==> src/hw/rtl/assert_macros.svh <==
// Assertion helpers shared by the RTL. Each check is sampled on the rising
// clock edge and is disabled while the active-low reset is asserted.
`ifndef ASSERT_MACROS_SVH
`define ASSERT_MACROS_SVH

`ifndef SYNTH

// A condition that holds at every clock edge.
`define ASSERT_ALWAYS(label, clk, rstn, cond) \
    label: assert property (@(posedge clk) disable iff (!rstn) (cond)) \
        else $error("assertion failed");

// The consequent holds in the same cycle as the antecedent.
`define ASSERT_IMPL(label, clk, rstn, ante, cons) \
    label: assert property (@(posedge clk) disable iff (!rstn) (ante) |-> (cons)) \
        else $error("assertion failed");

// The consequent holds in the cycle after the antecedent.
`define ASSERT_NEXT(label, clk, rstn, ante, cons) \
    label: assert property (@(posedge clk) disable iff (!rstn) (ante) |=> (cons)) \
        else $error("assertion failed");

`else

`define ASSERT_ALWAYS(label, clk, rstn, cond)
`define ASSERT_IMPL(label, clk, rstn, ante, cons)
`define ASSERT_NEXT(label, clk, rstn, ante, cons)

`endif

`endif

==> src/hw/rtl/sbmc_pkg.sv <==
package sbmc_pkg;

    // Width of the phase sequencer step code.
    localparam int STEP_W = 7;

    // Fixed step codes; those after the reset pulses depend on the pulse count.
    localparam logic [STEP_W-1:0] PS_IDLE = 7'd127;
    localparam logic [STEP_W-1:0] PS_CLK  = 7'd2;

    // Length of one byte read, in phases.
    localparam int RD_LEN = 21;

    // Sensor commands and bit mask for MSB-first shifting.
    localparam logic [7:0] CMD_TEMP = 8'h03;
    localparam logic [7:0] CMD_HUMI = 8'h05;
    localparam logic [7:0] BIT_TOP  = 8'h80;

    // Transmission-start pattern, bit i is phase i of the pattern.
    localparam logic [7:0] TS_SDA = 8'b1100_0111;
    localparam logic [7:0] TS_SCL = 8'b0110_1100;

    // Reset value of the timeout register.
    localparam logic [19:0] TIMEOUT_RESET = 20'd400000;

    // Completion status codes.
    localparam logic [1:0] ST_OK      = 2'd0;
    localparam logic [1:0] ST_NOACK   = 2'd1;
    localparam logic [1:0] ST_TIMEOUT = 2'd2;

    typedef struct packed {
        logic func;
        logic mode;
        logic sda_in;
    } sbmc_in_t;

    typedef struct packed {
        logic        scl;
        logic        sda_out;
        logic        sda_oe;
        logic        busy_res;
        logic        done_res;
        logic [1:0]  status;
        logic [15:0] reading;
        logic [7:0]  checksum;
    } sbmc_out_t;

    // Quotient by three for values up to 23, by reciprocal multiplication.
    function automatic logic [2:0] div3(input logic [4:0] v);
        logic [9:0] prod;
        prod = {5'b0, v} * 10'd11;
        return prod[7:5];
    endfunction

endpackage

==> src/hw/rtl/sbmc_seq.sv <==
`include "assert_macros.svh"

module sbmc_seq #(
    parameter int RESET_CLOCKS = 9
) (
    input  logic               aclk,
    input  logic               aresetn,
    input  logic               step_en,
    input  sbmc_pkg::sbmc_in_t item,
    input  logic [19:0]        timeout_limit,
    output sbmc_pkg::sbmc_out_t result
);
    import sbmc_pkg::*;

    // Step codes that follow from the number of reset pulses.
    localparam logic [STEP_W-1:0] PS_TS     = STEP_W'(2 + 2 * RESET_CLOCKS);
    localparam logic [STEP_W-1:0] PS_WR     = STEP_W'(2 + 2 * RESET_CLOCKS + 8);
    localparam logic [STEP_W-1:0] PS_REL    = STEP_W'(2 + 2 * RESET_CLOCKS + 32);
    localparam logic [STEP_W-1:0] PS_ACK    = STEP_W'(2 + 2 * RESET_CLOCKS + 33);
    localparam logic [STEP_W-1:0] PS_POLL   = STEP_W'(2 + 2 * RESET_CLOCKS + 34);
    localparam logic [STEP_W-1:0] PS_RD     = STEP_W'(2 + 2 * RESET_CLOCKS + 35);
    localparam logic [STEP_W-1:0] PS_RD_END = STEP_W'(2 + 2 * RESET_CLOCKS + 35 + RD_LEN);

    logic [STEP_W-1:0] phase_reg, phase_next;
    logic [1:0]        byte_reg, byte_next;
    logic [7:0]        shift_reg, shift_next;
    logic [19:0]       poll_reg, poll_next;
    logic              mode_reg, mode_next;
    logic [15:0]       value_reg, value_next;
    logic [7:0]        check_reg, check_next;

    logic              start;
    logic [STEP_W-1:0] p;
    logic [19:0]       poll_inc;
    logic [2:0]        ts_off;
    logic [4:0]        wr_off;
    logic [2:0]        wr_bit;
    logic [4:0]        wr_rem;
    logic [7:0]        cmd;
    logic [4:0]        rd_off;
    logic [3:0]        rd_k;

    // One bus phase: a start request in idle begins the sequence in this phase.
    always_comb begin
        start      = (phase_reg == PS_IDLE) && item.func;
        p          = start ? '0 : phase_reg;
        mode_next  = start ? item.mode : mode_reg;
        value_next = start ? '0 : value_reg;
        check_next = start ? '0 : check_reg;
        poll_next  = start ? '0 : poll_reg;
        byte_next  = start ? '0 : byte_reg;
        shift_next = start ? '0 : shift_reg;
        phase_next = STEP_W'(p + 1'b1);

        poll_inc = poll_next + 20'd1;
        ts_off   = 3'(p - PS_TS);
        wr_off   = 5'(p - PS_WR);
        wr_bit   = div3(wr_off);
        wr_rem   = wr_off - ({1'b0, wr_bit, 1'b0} + {2'b0, wr_bit});
        cmd      = mode_next ? CMD_HUMI : CMD_TEMP;
        rd_off   = 5'(p - PS_RD);
        rd_k     = 4'(rd_off - 5'd1);

        result.scl      = 1'b0;
        result.sda_out  = 1'b1;
        result.sda_oe   = 1'b0;
        result.busy_res = 1'b1;
        result.done_res = 1'b0;
        result.status   = ST_OK;

        if (p == PS_IDLE) begin
            result.busy_res = 1'b0;
            phase_next      = PS_IDLE;
        end else if (p < PS_CLK) begin
            result.sda_oe = 1'b1;
        end else if (p < PS_TS) begin
            // Connection reset: clock pulses with data held high.
            result.sda_oe = 1'b1;
            result.scl    = ~p[0];
        end else if (p < PS_WR) begin
            result.sda_oe  = 1'b1;
            result.sda_out = TS_SDA[ts_off];
            result.scl     = TS_SCL[ts_off];
        end else if (p < PS_REL) begin
            // Command byte, three phases per bit with the clock high in the middle.
            result.sda_oe  = 1'b1;
            result.sda_out = cmd[3'd7 - wr_bit];
            result.scl     = (wr_rem == 5'd1);
        end else if (p == PS_REL) begin
            result.sda_oe = 1'b0;
        end else if (p == PS_ACK) begin
            result.scl = 1'b1;
            if (item.sda_in) begin
                result.busy_res = 1'b0;
                result.done_res = 1'b1;
                result.status   = ST_NOACK;
                phase_next      = PS_IDLE;
            end
        end else if (p == PS_POLL) begin
            // Wait for the sensor to pull data low, counting high samples.
            if (!item.sda_in) begin
                phase_next = PS_RD;
            end else begin
                poll_next = poll_inc;
                if (poll_inc >= timeout_limit || poll_inc == '0) begin
                    result.busy_res = 1'b0;
                    result.done_res = 1'b1;
                    result.status   = ST_TIMEOUT;
                    phase_next      = PS_IDLE;
                end else begin
                    phase_next = PS_POLL;
                end
            end
        end else if (p >= PS_RD && p < PS_RD_END) begin
            if (rd_off == 5'd0) begin
                shift_next = '0;
            end else if (rd_off <= 5'd16) begin
                // Sample on the clock-high phase of each bit.
                if (!rd_k[0]) begin
                    result.scl = 1'b1;
                    if (item.sda_in) begin
                        shift_next = shift_next | (BIT_TOP >> rd_k[3:1]);
                    end
                end
            end else begin
                // Acknowledge slot: low for the first two bytes, high for the last.
                result.sda_oe = 1'b1;
                if (rd_off == 5'd17) begin
                    if (byte_next == 2'd0) begin
                        value_next = {shift_next, 8'h00};
                    end else if (byte_next == 2'd1) begin
                        value_next = {value_next[15:8], shift_next};
                    end else begin
                        check_next = shift_next;
                    end
                end
                result.sda_out = (rd_off == 5'd20) || byte_next[1];
                result.scl     = (rd_off == 5'd18);
                if (rd_off == 5'd20) begin
                    if (byte_next[1]) begin
                        result.busy_res = 1'b0;
                        result.done_res = 1'b1;
                        result.status   = ST_OK;
                        phase_next      = PS_IDLE;
                    end else begin
                        byte_next  = byte_next + 2'd1;
                        phase_next = PS_RD;
                    end
                end
            end
        end else begin
            // A step code that names no phase falls back to idle.
            result.busy_res = 1'b0;
            phase_next      = PS_IDLE;
        end

        result.reading  = value_next;
        result.checksum = check_next;
    end

    // Sequencer state advances once per transfer handed on to the output stage.
    always_ff @(posedge aclk) begin
        if (!aresetn) begin
            phase_reg <= PS_IDLE;
            byte_reg  <= '0;
            shift_reg <= '0;
            poll_reg  <= '0;
            mode_reg  <= 1'b0;
            value_reg <= '0;
            check_reg <= '0;
        end else if (step_en) begin
            phase_reg <= phase_next;
            byte_reg  <= byte_next;
            shift_reg <= shift_next;
            poll_reg  <= poll_next;
            mode_reg  <= mode_next;
            value_reg <= value_next;
            check_reg <= check_next;
        end
    end

    `ASSERT_NEXT(a_idle_holds, aclk, aresetn,
        step_en && phase_reg == PS_IDLE && !item.func, phase_reg == PS_IDLE)
    `ASSERT_IMPL(a_status_on_done, aclk, aresetn,
        step_en && result.status != ST_OK, result.done_res && !result.busy_res)
    `ASSERT_ALWAYS(a_phase_range, aclk, aresetn,
        phase_reg < PS_RD_END || phase_reg == PS_IDLE)
    `ASSERT_IMPL(a_poll_bound, aclk, aresetn,
        phase_reg == PS_POLL, poll_reg < timeout_limit || poll_reg == '0)

endmodule

==> src/hw/rtl/sensor_bus_measure_controller_unit.sv <==
// Measurement master for a two-wire humidity/temperature sensor bus.
// Each input transfer on s_ is one bus timing phase: func 0 is a plain tick
// carrying the sampled data level, func 1 starts a measurement (temperature
// or humidity by mode) when the sequencer is idle and is a tick otherwise.
// Every input transfer yields exactly one result transfer on m_ with the
// clock level, data drive and enable for that phase, busy/done/status and
// the reading and checksum registers.
// The input register takes each input transfer; the phase sequencer then
// moves it into the result register, which drives m_valid.
// Throughput: one phase per cycle while the result is taken; the sequencer
// state is updated in the same cycle the phase moves into the result register.
// When m_ready is low the result register holds and one more phase waits in
// the input register, after which s_ready falls until the result is taken.
// cfg_wr_en writes the 20-bit poll timeout limit; a limit of
// zero acts as one. After reset the sequencer is idle, the limit is 400000,
// the reading and checksum are zero and both channels are empty.
module sensor_bus_measure_controller_unit #(
    parameter int RESET_CLOCKS = 9
) (
    input  logic                aclk,
    input  logic                aresetn,
    input  logic                s_valid,
    output logic                s_ready,
    input  sbmc_pkg::sbmc_in_t  s_data,
    output logic                m_valid,
    input  logic                m_ready,
    output sbmc_pkg::sbmc_out_t m_data,
    input  logic                cfg_wr_en,
    input  logic [19:0]         cfg_wr_data
);
    import sbmc_pkg::*;

    logic        in_valid_reg, in_valid_next;
    sbmc_in_t    in_data_reg;
    logic        out_valid_reg, out_valid_next;
    sbmc_out_t   out_data_reg;
    logic [19:0] limit_reg;
    logic        step_en;
    sbmc_out_t   step_res;

    // Handshake between input register, sequencer and result register.
    always_comb begin
        step_en        = in_valid_reg && (!out_valid_reg || m_ready);
        s_ready        = !in_valid_reg || step_en;
        in_valid_next  = (s_valid && s_ready) ? 1'b1 : (step_en ? 1'b0 : in_valid_reg);
        out_valid_next = step_en ? 1'b1 : (m_ready ? 1'b0 : out_valid_reg);
    end

    sbmc_seq #(
        .RESET_CLOCKS(RESET_CLOCKS)
    ) u_seq (
        .aclk         (aclk),
        .aresetn      (aresetn),
        .step_en      (step_en),
        .item         (in_data_reg),
        .timeout_limit(limit_reg),
        .result       (step_res)
    );

    // Control registers and the timeout limit.
    always_ff @(posedge aclk) begin
        if (!aresetn) begin
            in_valid_reg  <= 1'b0;
            out_valid_reg <= 1'b0;
            limit_reg     <= TIMEOUT_RESET;
        end else begin
            in_valid_reg  <= in_valid_next;
            out_valid_reg <= out_valid_next;
            if (cfg_wr_en) begin
                limit_reg <= cfg_wr_data;
            end
        end
    end

    // Payload registers.
    always_ff @(posedge aclk) begin
        if (s_valid && s_ready) begin
            in_data_reg <= s_data;
        end
        if (step_en) begin
            out_data_reg <= step_res;
        end
    end

    assign m_valid = out_valid_reg;
    assign m_data  = out_data_reg;

endmodule
==> config.mk <==
export PLATFORM = sky130hd
export DESIGN_NAME = sensor_bus_measure_controller_unit
export DESIGN_NICKNAME = d
export VERILOG_FILES = /design/src/hw/rtl/sbmc_pkg.sv /design/src/hw/rtl/sbmc_seq.sv /design/src/hw/rtl/sensor_bus_measure_controller_unit.sv
export VERILOG_INCLUDE_DIRS = /design/src /design/src/hw/rtl
export SDC_FILE = /design/constraint.sdc
export NUM_CORES = 1
export LEC_CHECK = 0
export BUFFER_PORTS_ARGS = -buffer_cell sky130_fd_sc_hd__buf_4
export CAP_MARGIN = 20
export CORE_ASPECT_RATIO = 1.75
export CORE_MARGIN = 2
export CORE_UTILIZATION = 40
export DETAILED_ROUTE_END_ITERATION = 10
export GPL_TIMING_DRIVEN = 0
export HOLD_SLACK_MARGIN = 0.15
export PLACE_DENSITY = 0.67
export SYNTH_ARGS = -nofsm -noshare
export SYNTH_HDL_FRONTEND = slang
export SYNTH_HIERARCHICAL = 1
export SYNTH_SLANG_ARGS = --single-unit
export TNS_END_PERCENT = 30
==> constraint.sdc <==
create_clock -name aclk -period 5.4 [get_ports aclk]
set_input_delay 1.08 -clock aclk [delete_from_list [all_inputs] [get_ports aclk]]
set_output_delay 1.08 -clock aclk [all_outputs]
set_load 0.03 [all_outputs]
==> summary.md, run 1 <==
| Metric | Value |
|---|---|
| Clk slew on worst S/H paths | 60 ps |
| Commonest non-fill, non-tap cell in the layout | dfxtp_1 |
| Total clock sinks | 118 |
| Via count | 6,534 |
| Final slew viol count | 0 |
| All-layer global routing usage | 22.84% |
| Final wirelength | 21,460 um |
| Yosys reg bits | about 120 |
| Max VDD drop | 266.3 uV |
| Peak Freq | between 150 and 200 MHz |
| Post-layout min period | around 5200 ps |
| Die H | between 150 and 200 um |
| Fin crit share | between 90% and 100% |
| Pwr dens | about 370 nW/um2 |
| Crit. End Element | register |
| Commonest cells after routing, fill and taps aside | 80 x dfxtp_1, 74 x buf_4, 61 x nand2_1, 56 x nor2b_1, 50 x nor2_1 |
| NumNets Final | 982 |
| Routed wire per std cell | 18.68 um |
| Htree depth | 4 |
| Mapped Nets | 892 |
| Grt ovf | 0 |
| Post-placement cell area | between 7000 and 8000 um2 |
| Largest net degree at the start of global routing | 36 |
| Vias per Instance | 5.687 |
| CP arrival | 5390 ps |
| Die X | around 110 um |
| Synth-to-Final Area Change | 23.29% |
| Slew @ Worst Pin | 838.9 ps |
| Vias in the first global route | 6,408 |
| Hold Buf Count CTS | 0 |
| CTS Buffer Depth | 2 |
| Worst Slack Setup Final | roughly 180 ps |
| Outcome | finished, final reports clean |
| Worst hold slack | 472.5 ps |
| Fillers | 1,780 |
| Starting Density | between 40% and 50% |
| Worst Hold Class | register to register |
| Syn. warnings | 6 |
| Synth unique cells | 71 |
| Synthesized instance count | 812 |
| Register area share after synthesis | 37.44% |
| DRC viols | 0 |
| Die ar. | 19,180 um2 |
| Gp weighted congestion | about 0.97 |
| PortBufs | 59 |
| CTS tree | done |
| Drt initial violations | 345 |
| Maximum fanout along the worst path | 8 |
| Root Driver | clkbuf_16 |
| Core Area | 17,890 um2 |
| Max_cap viols | 0 |
| Ys flop type | dfxtp_1 |
| WP data required | 5570 ps |
| First-pass GRT wire length | between 30,000 and 40,000 um |
| Layout cells sized above 1 | 18.36% |
| Placement Rows | 65 |
| Final hold viol count | 0 |
| Finished Cell Area | 8901 um2 |
| Ports | 61 |
| ANT cells | 0 |
| Setup-failing EPs final | 0 |
| Final Skew | 9.874 ps |
| Antenna Nets Post-Route | 0 |
| Flop2flop setup slack | 180 ps |
| Initial antenna violation count | 0 |
| Later-pin clock latency in the skew report | 420 ps |
| Mapped Area | 7219 um2 |
| Setup slack at placement | -1817 ps |
| Area leader, netlist | dfxtp_1 |
| Initial DRT Pass Iterations | 5 |
| Rel. slew slack | 43.70% |
| HPWL Detailed | 15,940 um |
| Async set-reset flop share out of synthesis | 0% |
| Avg Inst Size Synth | 8.891 um2 |
| CTS buffer count | 17 |
| WS Path Type | register to register |
| Largest register FFs | 31 |
| Post-synth EDFFs | 34 |
| Kind of launch point of the worst setup path | register |
| Leakage power | 3.641 nW |
| Top-area cell type share of the netlist area | 23.29% |
| Synth area leaders | dfxtp_1 23%, edfxtp_1 14%, ha_1 8.7% |
[Yosys cell counts, types with 3 or more instances]
cell type and number:
o22ai_1 3, ha_1 50, buf_1 6, o21ai_1 4, and3_1 5, nor2_1 53
nor3_1 14, nand3_1 19, nand4_1 15, a22oi_1 31, buf_2 12, nand2b_1 6
o31ai_1 3, a21oi_1 34, nor2b_1 57, a21o_1 14, o21ai_0 35, nor4_1 8
xor2_1 7, and4_1 4, o311ai_0 4, or4_1 5, o221ai_1 4, nand3b_1 3
o211ai_1 5, nand2_1 63, mux2i_1 30, dfxtp_1 84, a21boi_0 15, a22o_1 16
inv_1 44, xnor2_1 16, o31a_1 3, clkbuf_1 34, and2_1 11, a31oi_1 4
o21a_1 14, or3_1 4, edfxtp_1 34
[timing repair]
action,in CTS,in global routing
gates resized for setup,46,20
pin swaps,16,12
gates cloned,0,0
endpoints found under the setup margin,15,5
hold endpoints to repair,0,0
setup buffers,12,3
[worst max-delay path, stage by stage (launching register included)]
cell and delay, ps:
dfxtp_1 300, clkbuf_2 190, and3_4 280, nand2_2 70, clkbuf_8 150, buf_12 140, and2_4 150, clkbuf_8 150
buf_4 170, inv_4 80, ha_1 240, ha_1 310, ha_1 310, a21boi_2 170, o21a_1 210, nor2_2 150
xnor2_2 180, fa_1 510, ha_4 230, a21o_1 170, a21oi_2 170, xnor2_2 140, xnor2_1 140, nor4_1 70
a211oi_1 220, nor2_1 90
[where the power goes]
| part | leakage (nW) | internal [mW] | switching [mW] |
|---|---|---|---|
| logic | 2.36 | 0.541 | 0.667 |
| clock network | 0.276 | 0.682 | 0.440 |
| registers | 1.01 | 0.941 | 0.0155 |
| total | 3.64 | 2.16 | 1.12 |
[cell type report]
type / instances / area, um2 / share of cell area, %
Tap cell: 234 / 292.8 / 3.289
Inverter: 45 / 178.9 / 2.010
Clock inverter: 14 / 148.9 / 1.673
Clock buffer: 18 / 429.2 / 4.821
Buffer: 51 / 277.8 / 3.121
Sequential cell: 118 / 2715 / 30.50
Timing Repair Buffer: 75 / 575.6 / 6.466
Multi-Input combinational cell: 594 / 4283 / 48.12
[metrics by stage]
| stage | utilization, % | power [mW] | std cells | setup TNS [ps] |
|---|---|---|---|---|
| finish | 49.75 | 3.287 | 1149 | 0 |
| detailed placement | 44.66 | 1.962 | 1106 | -11850 |
| floorplan | - | 1.705 | 812 | 0 |
| global placement | 44.50 | 1.947 | 1105 | -22680 |
| CTS | 49.34 | 3.264 | 1147 | 0 |
| global route | 49.75 | 3.460 | 1149 | -16.32 |
[path summary, 6_finish.rpt]
check | depth (start not counted) | end | start
worst max-delay path | 25 | m_data[30] | u_seq/phase_reg[4]
worst min-delay path | 2 | limit_reg[17] | limit_reg[17]
worst max register to register | 25 | m_data[30] | u_seq/phase_reg[4]
worst min register to register | 2 | limit_reg[17] | limit_reg[17]
[logic make-up (layout without fill, tap and decap cells)]
family | Yosys count | in the layout | synth area share (%)
AOI/OAI and AO/OA | 210 | 210 | 20.16
xor gates and xnor gates | 23 | 23 | 2.790
adders and majority gates | 52 | 52 | 9.220
buffers and inverters | 100 | 203 | 5.632
DFF | 118 | 118 | 37.43
muxes | 30 | 30 | 4.159
and+or+nand+nor | 279 | 279 | 20.61
[layer usage]
metal	up-vias	part of all wire (%)	routed length [um]	track usage, %
li1	3113	-	-	-
met1	3110	35	7603	22.68
met2	230	54	11660	43.90
met3	81	4.4	950	3.589
met4	0	5.8	1246	13.05
met5	-	0	0	0
Power figures use the tool's default switching activity.
==> inputs of run 2 (changes only) <==
--- a/config.mk
+++ b/config.mk
@@ -17,6 +17,5 @@
 export PLACE_DENSITY = 0.67
 export SYNTH_ARGS = -nofsm -noshare
 export SYNTH_HDL_FRONTEND = slang
-export SYNTH_HIERARCHICAL = 1
 export SYNTH_SLANG_ARGS = --single-unit
 export TNS_END_PERCENT = 30
==> summary.md, run 2 <==
| Metric | Value |
|---|---|
| Area leader, netlist | dfxtp_1 |
| CTS Buffer Depth | 2 |
| Fin crit share | 99.77% |
| Vias in the first global route | 6,552 |
| Ports | a little over 60 |
| Largest register FFs | 31 |
| Kind of launch point of the worst setup path | register |
| CTS buffer count | 17 |
| Mapped Nets | 954 |
| Post-synth EDFFs | 34 |
| Top-count cell post-synth | nand2_1 |
| Synth cell count leaders | 103 x nand2_1, 84 x dfxtp_1, 65 x nor2_1, 50 x inv_1, 49 x ha_1 |
| Initial antenna violation count | 0 |
| Root Driver | clkbuf_16 |
| NumNets Final | 1,038 |
| Leakage power | 3.788 nW |
| Async set-reset flop share out of synthesis | 0% |
| CP arrival | 5650 ps |
| Clk slew on worst S/H paths | about 60 ps |
| Commonest non-fill, non-tap cell in the layout | nand2_1 |
| Worst R2R End | m_data[30] |
| Fin util | between 40% and 50% |
| Pwr dens | 301.7 nW/um2 |
| Placement Rows | 67 |
| Cell mode on critical path | inv_2 |
| Rel. slew slack | 40.38% |
| Yosys reg bits | 118 |
| Met3 wire len | 765 um |
| Flop2flop setup slack | 10 ps |
| All-layer global routing usage | 21.64% |
| Gp weighted congestion | 0.9858 |
| Hold Buf Count CTS | 0 |
| Highest metal used | met4 |
| Register area share after synthesis | 35.25% |
| WS Path Type | register to register |
| CTS tree | done |
| Crit path buf inv count | 5 |
| R2r startpoint | u_seq.phase_reg[0] |
| Crit path largest cell delay | 520 ps |
| Initial DRT Pass Iterations | 5 |
| Max VDD drop | around 170 uV |
| HPWL Detailed | between 15,000 and 20,000 um |
| Avg Inst Size Synth | 8.773 um2 |
| Grt ovf | 0 |
| Core Area | 18,950 um2 |
| Mux contribution to synthesized area | 4.357% |
| Max_cap viols | 0 |
| Post-layout min period | approximately 5400 ps |
| Hold EP | u_seq.byte_reg[0] |
| Starting Density | just over 40% |
| Ys flop type | dfxtp_1 |
| Layout cells sized above 1 | 18.54% |
| Synth unique cells | 80 |
| Die H | 187.2 um |
| Maximum fanout along the worst path | 5 |
| Final wirelength | 21,840 um |
| First-pass GRT wire length | 33,770 um |
| Largest net degree at the start of global routing | 41 |
| Synth Area in Compound Gates | 20.14% |
| Via count | 6,873 |
| Setup-failing EPs final | 0 |
| Crit. End Element | register |
| Final hold viol count | 0 |
| Placed cells | roughly 1.2k |
| Final non-filler cell total | 1,212 |
| ANT cells | 0 |
| Synthesized instance count | between 800 and 900 |
| Htree depth | 4 |
| Die ar. | about 20,000 um2 |
| WP data required | 5670 ps |
| Worst Hold Class | register to register |
| Vias per Instance | 5.671 |
| Final Skew | 9.126 ps |
| Total clock sinks | 118 |
| CP max-delay cell | fa_1 |
| Simple logic cell fraction of the synthesized area | 22.27% |
| Antenna Nets Post-Route | 0 |
| Peak Freq | 185.6 MHz |
| Drt initial violations | 379 |
| Top-area cell type share of the netlist area | 21.93% |
| Post-Synth XOR/XNOR Area | 3.084% |
| PortBufs | a little under 60 |
| Worst r2r path cells | 25 |
| Syn. warnings | 0 |
| Hold path cells | 2 |
| DR WL met2 | 11,420 um |
| DRC viols | 0 |
| Mapped Area | 7667 um2 |
| Synth area leaders | dfxtp_1 22%, edfxtp_1 13%, ha_1 8.0% |
| Outcome | finished, final reports clean |
| Later-pin clock latency in the skew report | 420 ps |
| Adder-cell share of the synthesized area | 8.779% |
| Final slew viol count | 0 |
| Largest family of logic cells by synthesized area | simple AND/OR/NAND/NOR gates |
| Die X | 108.7 um |
| Routed wire per std cell | roughly 18 um |
| Synth-to-Final Area Change | 19.75% |
| Commonest cells after routing, fill and taps aside | 99 x nand2_1, 80 x dfxtp_1, 71 x buf_4, 65 x nor2_1 |
| Metal-1 WL | 8252 um |
| Hold path startpoint | u_seq.byte_reg[0] |
| CP top delay family | adder cells |
| Slew @ Worst Pin | 894.3 ps |
[run 2: worst max-delay path by stage]
stage               slack [ps]                from            endpoint  cells past startpoint
floorplan                   40  u_seq.phase_reg[3]          m_data[30]                     24
global placement         -1040  u_seq.phase_reg[3]          m_data[30]                     24
detailed placement       -1060  u_seq.phase_reg[3]  u_seq.phase_reg[6]                     21
CTS                         10  u_seq.phase_reg[0]          m_data[30]                     25
global route              -150  u_seq.phase_reg[0]          m_data[30]                     25
finish                      10  u_seq.phase_reg[0]          m_data[30]                     25
[run 2: power breakdown]
part           switching [mW]  total [mW]  internal, mW
combinational           0.451       0.773         0.322
clock                   0.449        1.05         0.601
sequential             0.0118       0.947         0.935
total                   0.912        2.77          1.86
[run 2: per-stage QoR]
step                setup TNS (ps)  hold slack [ps]  power (mW)  setup WS (ps)  area (um2)
global route                -149.1            474.5       2.892         -149.1        9181
CTS                              0            453.1       2.722          10.72        9087
global placement             -6800            439.1       1.621          -1038        8409
finish                           0            452.5       2.770          12.24        9181
floorplan                        0            431.0       1.443          42.27        7672
detailed placement           -6938            445.2       1.631          -1059        8411
[run 2: kinds of logic (layout without fill, tap and decap cells)]
family	Yosys count	count (layout)
compound gates	213	213
mux	33	33
buf+inv	107	204
xor+xnor	27	27
simple gates	324	324
fa+ha+maj	52	52
flops	118	118
[run 2: repair_timing]
action | in CTS | in global routing
pin swaps | 4 | 4
buffers inserted | 3 | 4
resized for setup | 32 | 13
gates cloned | 0 | 0
setup endpoints to repair | 7 | 6
[run 2: layout make-up]
type / count / area, um2
clock inverter: 14 / 102.6
buffer: 57 / 316.6
inverter: 50 / 187.7
sequential: 118 / 2718
tap: 241 / 301.5
clock buffer: 18 / 439.2
fill: 1864 / 9764
multi-input combinational: 649 / 4628
timing repair buffer: 65 / 488.0
[run 2: worst min-delay path: cells and delay by family, from the launching register on]
family | cells | cell delay [ps]
AO/OA/AOI/OAI | 1 | 50
flip-flops | 1 | 310
AND/OR/NAND/NOR | 1 | 50
[run 2: routing by layer]
metal	vias to the layer above	GRT usage, %
met2	242	38.49
li1	3315	-
met5	-	0
met1	3232	22.99
met4	0	14.99
met3	84	2.718
==> inputs of run 3 (changes only) <==
--- a/config.mk
+++ b/config.mk
@@ -11,6 +11,7 @@
 export CORE_ASPECT_RATIO = 1.75
 export CORE_MARGIN = 2
 export CORE_UTILIZATION = 40
+export CTS_BUF_LIST = sky130_fd_sc_hd__clkbuf_4
 export DETAILED_ROUTE_END_ITERATION = 10
 export GPL_TIMING_DRIVEN = 0
 export HOLD_SLACK_MARGIN = 0.15
==> constraint.sdc (replaced) <==
create_clock -name aclk -period 5.4 [get_ports aclk]
set_input_delay 1.08 -clock aclk [delete_from_list [all_inputs] [get_ports aclk]]
set_output_delay 1.08 -clock aclk [all_outputs]
set_load 0.005 [all_outputs]
==> summary.md, run 3 (synthesized netlist as in run 2, its figures left out) <==
| Metric | Value |
|---|---|
| Antenna Nets Post-Route | 0 |
| Max VDD drop | 133.9 uV |
| WP data required | 5730 ps |
| Met3 usage | 2.787% |
| CTS tree | done |
| Pwr dens | around 260 nW/um2 |
| Crit path largest cell delay | 520 ps |
| Int Pwr | roughly 1.4 mW |
| CP max-delay cell | fa_1 |
| Via count | 6,864 |
| RSZ-0062 raised after global routing | true |
| Crit path buf inv count | 5 |
| Synth-to-Final Area Change | 15.36% |
| Slew @ Worst Pin | between 900 and 1000 ps |
| Sequential power share | 41.7% |
| Hold path cells | 2 |
| Max_cap viols | 0 |
| Final non-filler cell total | 1,211 |
| Levels on crit path | 25 |
| Final Skew | 22.89 ps |
| Peak Freq | about 190 MHz |
| Core Area | ~19,000 um2 |
| Initial DRT Pass Iterations | 5 |
| Die X | 108.7 um |
| CTS Buffer Depth | 2 |
| Maximum fanout along the worst path | 5 |
| Vias in the first global route | 6,489 |
| Largest net degree at the start of global routing | 41 |
| Post-placement cell area | 8411 um2 |
| Logic pwr share | 33.0% |
| All-layer global routing usage | 21.49% |
| Rel. slew slack | 39.62% |
| Final slew viol count | 0 |
| Setup-failing EPs final | 0 |
| Leakage power | 3.639 nW |
| Drt initial violations | roughly 440 |
| Total power | 2.267 mW |
| Finished Cell Area | about 9000 um2 |
| Starting Density | between 40% and 50% |
| PortBufs | just under 60 |
| Final wirelength | 21,770 um |
| Clock network power share | between 20% and 30% |
| Cell mode on critical path | inv_2 |
| Die ar. | 20,340 um2 |
| Worst Hold Class | register to register |
| CP top delay family | adder cells |
| Busiest grt layer | met2 |
| CTS buffer count | 17 |
| WS Path Type | register to register |
| Commonest non-fill, non-tap cell in the layout | nand2_1 |
| Post-layout min period | 5265 ps |
| Grt ovf | 0 |
| Fillers | 1,912 |
| Clk slew on worst S/H paths | 130 ps |
| Final hold viol count | 0 |
| Switch Pwr | 834.7 uW |
| Setup TNS | 0 ps |
| Met1 Usage GRT | 23.14% |
| Vias per Instance | between 5 and 6 |
| Total clock sinks | around 120 |
| Routed wire per std cell | 17.98 um |
| Switching share of power | between 30% and 40% |
| Largest register FFs | 31 |
| Placed cells | 1,173 |
| CP arrival | 5600 ps |
| Hold Buf Count CTS | 0 |
| DRC viols | 0 |
| Fin crit share | 97.51% |
| Placement Rows | 67 |
| Commonest cells after routing, fill and taps aside | 99 x nand2_1, 80 x dfxtp_1, 69 x buf_4, 65 x nor2_1 |
| Gp weighted congestion | 0.9858 |
| Register area | 2718 um2 |
| First-pass GRT wire length | 33,540 um |
| Outcome | finished, final reports clean |
| Area taken by multi-input logic gates | 4618 um2 |
| Fin util | around 47% |
| HPWL Detailed | 16,280 um |
| Htree depth | 4 |
| Kind of launch point of the worst setup path | register |
| NumNets Final | a little over 1k |
| GRT met2 Usage | 38.51% |
| Die H | 187.2 um |
| Worst r2r path cells | 25 |
| Ports | 61 |
| Layout cells sized above 1 | a little under a fifth |
| Initial antenna violation count | 1 |
| Crit. End Element | register |
| Later-pin clock latency in the skew report | 580 ps |
| Root Driver | clkbuf_4 |
[run 3: worst register-to-register path, delay by kind of cell (launching register included)]
kind	cells	cell delay (ps)
AO/OA/AOI/OAI	5	900
AND/OR/NAND/NOR	7	1090
buffers and inverters	5	430
adder cells (fa/ha/maj)	6	1880
flip-flops	1	390
XOR/XNOR	2	350
[run 3: worst paths after layout]
path,to,startpoint,slack [ps]
setup / recovery,m_data[30],u_seq.phase_reg[0],130
hold / removal,u_seq.byte_reg[0],u_seq.byte_reg[0],460
setup reg to reg,m_data[30],u_seq.phase_reg[0],130
hold reg to reg,u_seq.byte_reg[0],u_seq.byte_reg[0],460
[run 3: routing by layer]
metal | vias up | part of all wire (%)
met5 | - | 0
met4 | 0 | 5.6
met3 | 77 | 3.4
met2 | 230 | 53
met1 | 3249 | 39
li1 | 3308 | -
[run 3: timing repair]
action,4_1_cts,5_1_grt
cloned,0,0
pin swaps,3,5
endpoints found under the setup margin,7,7
resized for setup,27,17
setup buffers,3,2
[run 3: final cells by class]
| class | instances | area share (%) |
|---|---|---|
| Antenna cell | 1 | 0.02829 |
| Multi-Input combinational cell | 649 | 52.21 |
| Inverter | 50 | 2.122 |
| Sequential cell | 118 | 30.73 |
| Clock inverter | 15 | 1.202 |
| Tap cell | 241 | 3.409 |
| Timing Repair Buffer | 63 | 5.347 |
| Clock buffer | 17 | 1.443 |
| Buffer | 57 | 3.508 |
[run 3: power by group through the flow]
stage / sequential, mW / combinational (mW) / clock, mW
after global placement: 0.969 / 0.632 / 0
after floorplan: 0.967 / 0.457 / 0
after global routing: 0.949 / 0.826 / 0.614
final: 0.946 / 0.747 / 0.574
after CTS: 0.946 / 0.675 / 0.580
after detailed placement: 0.969 / 0.642 / 0
[run 3: metrics by stage]
| stage | hold WS (ps) | setup slack, ps |
|---|---|---|
| CTS | 461.8 | -94.95 |
| global placement | 439.1 | -1038 |
| floorplan | 431.0 | 42.27 |
| global route | 483.6 | -37.78 |
| finish | 461.1 | 134.7 |
| detailed placement | 445.2 | -1059 |
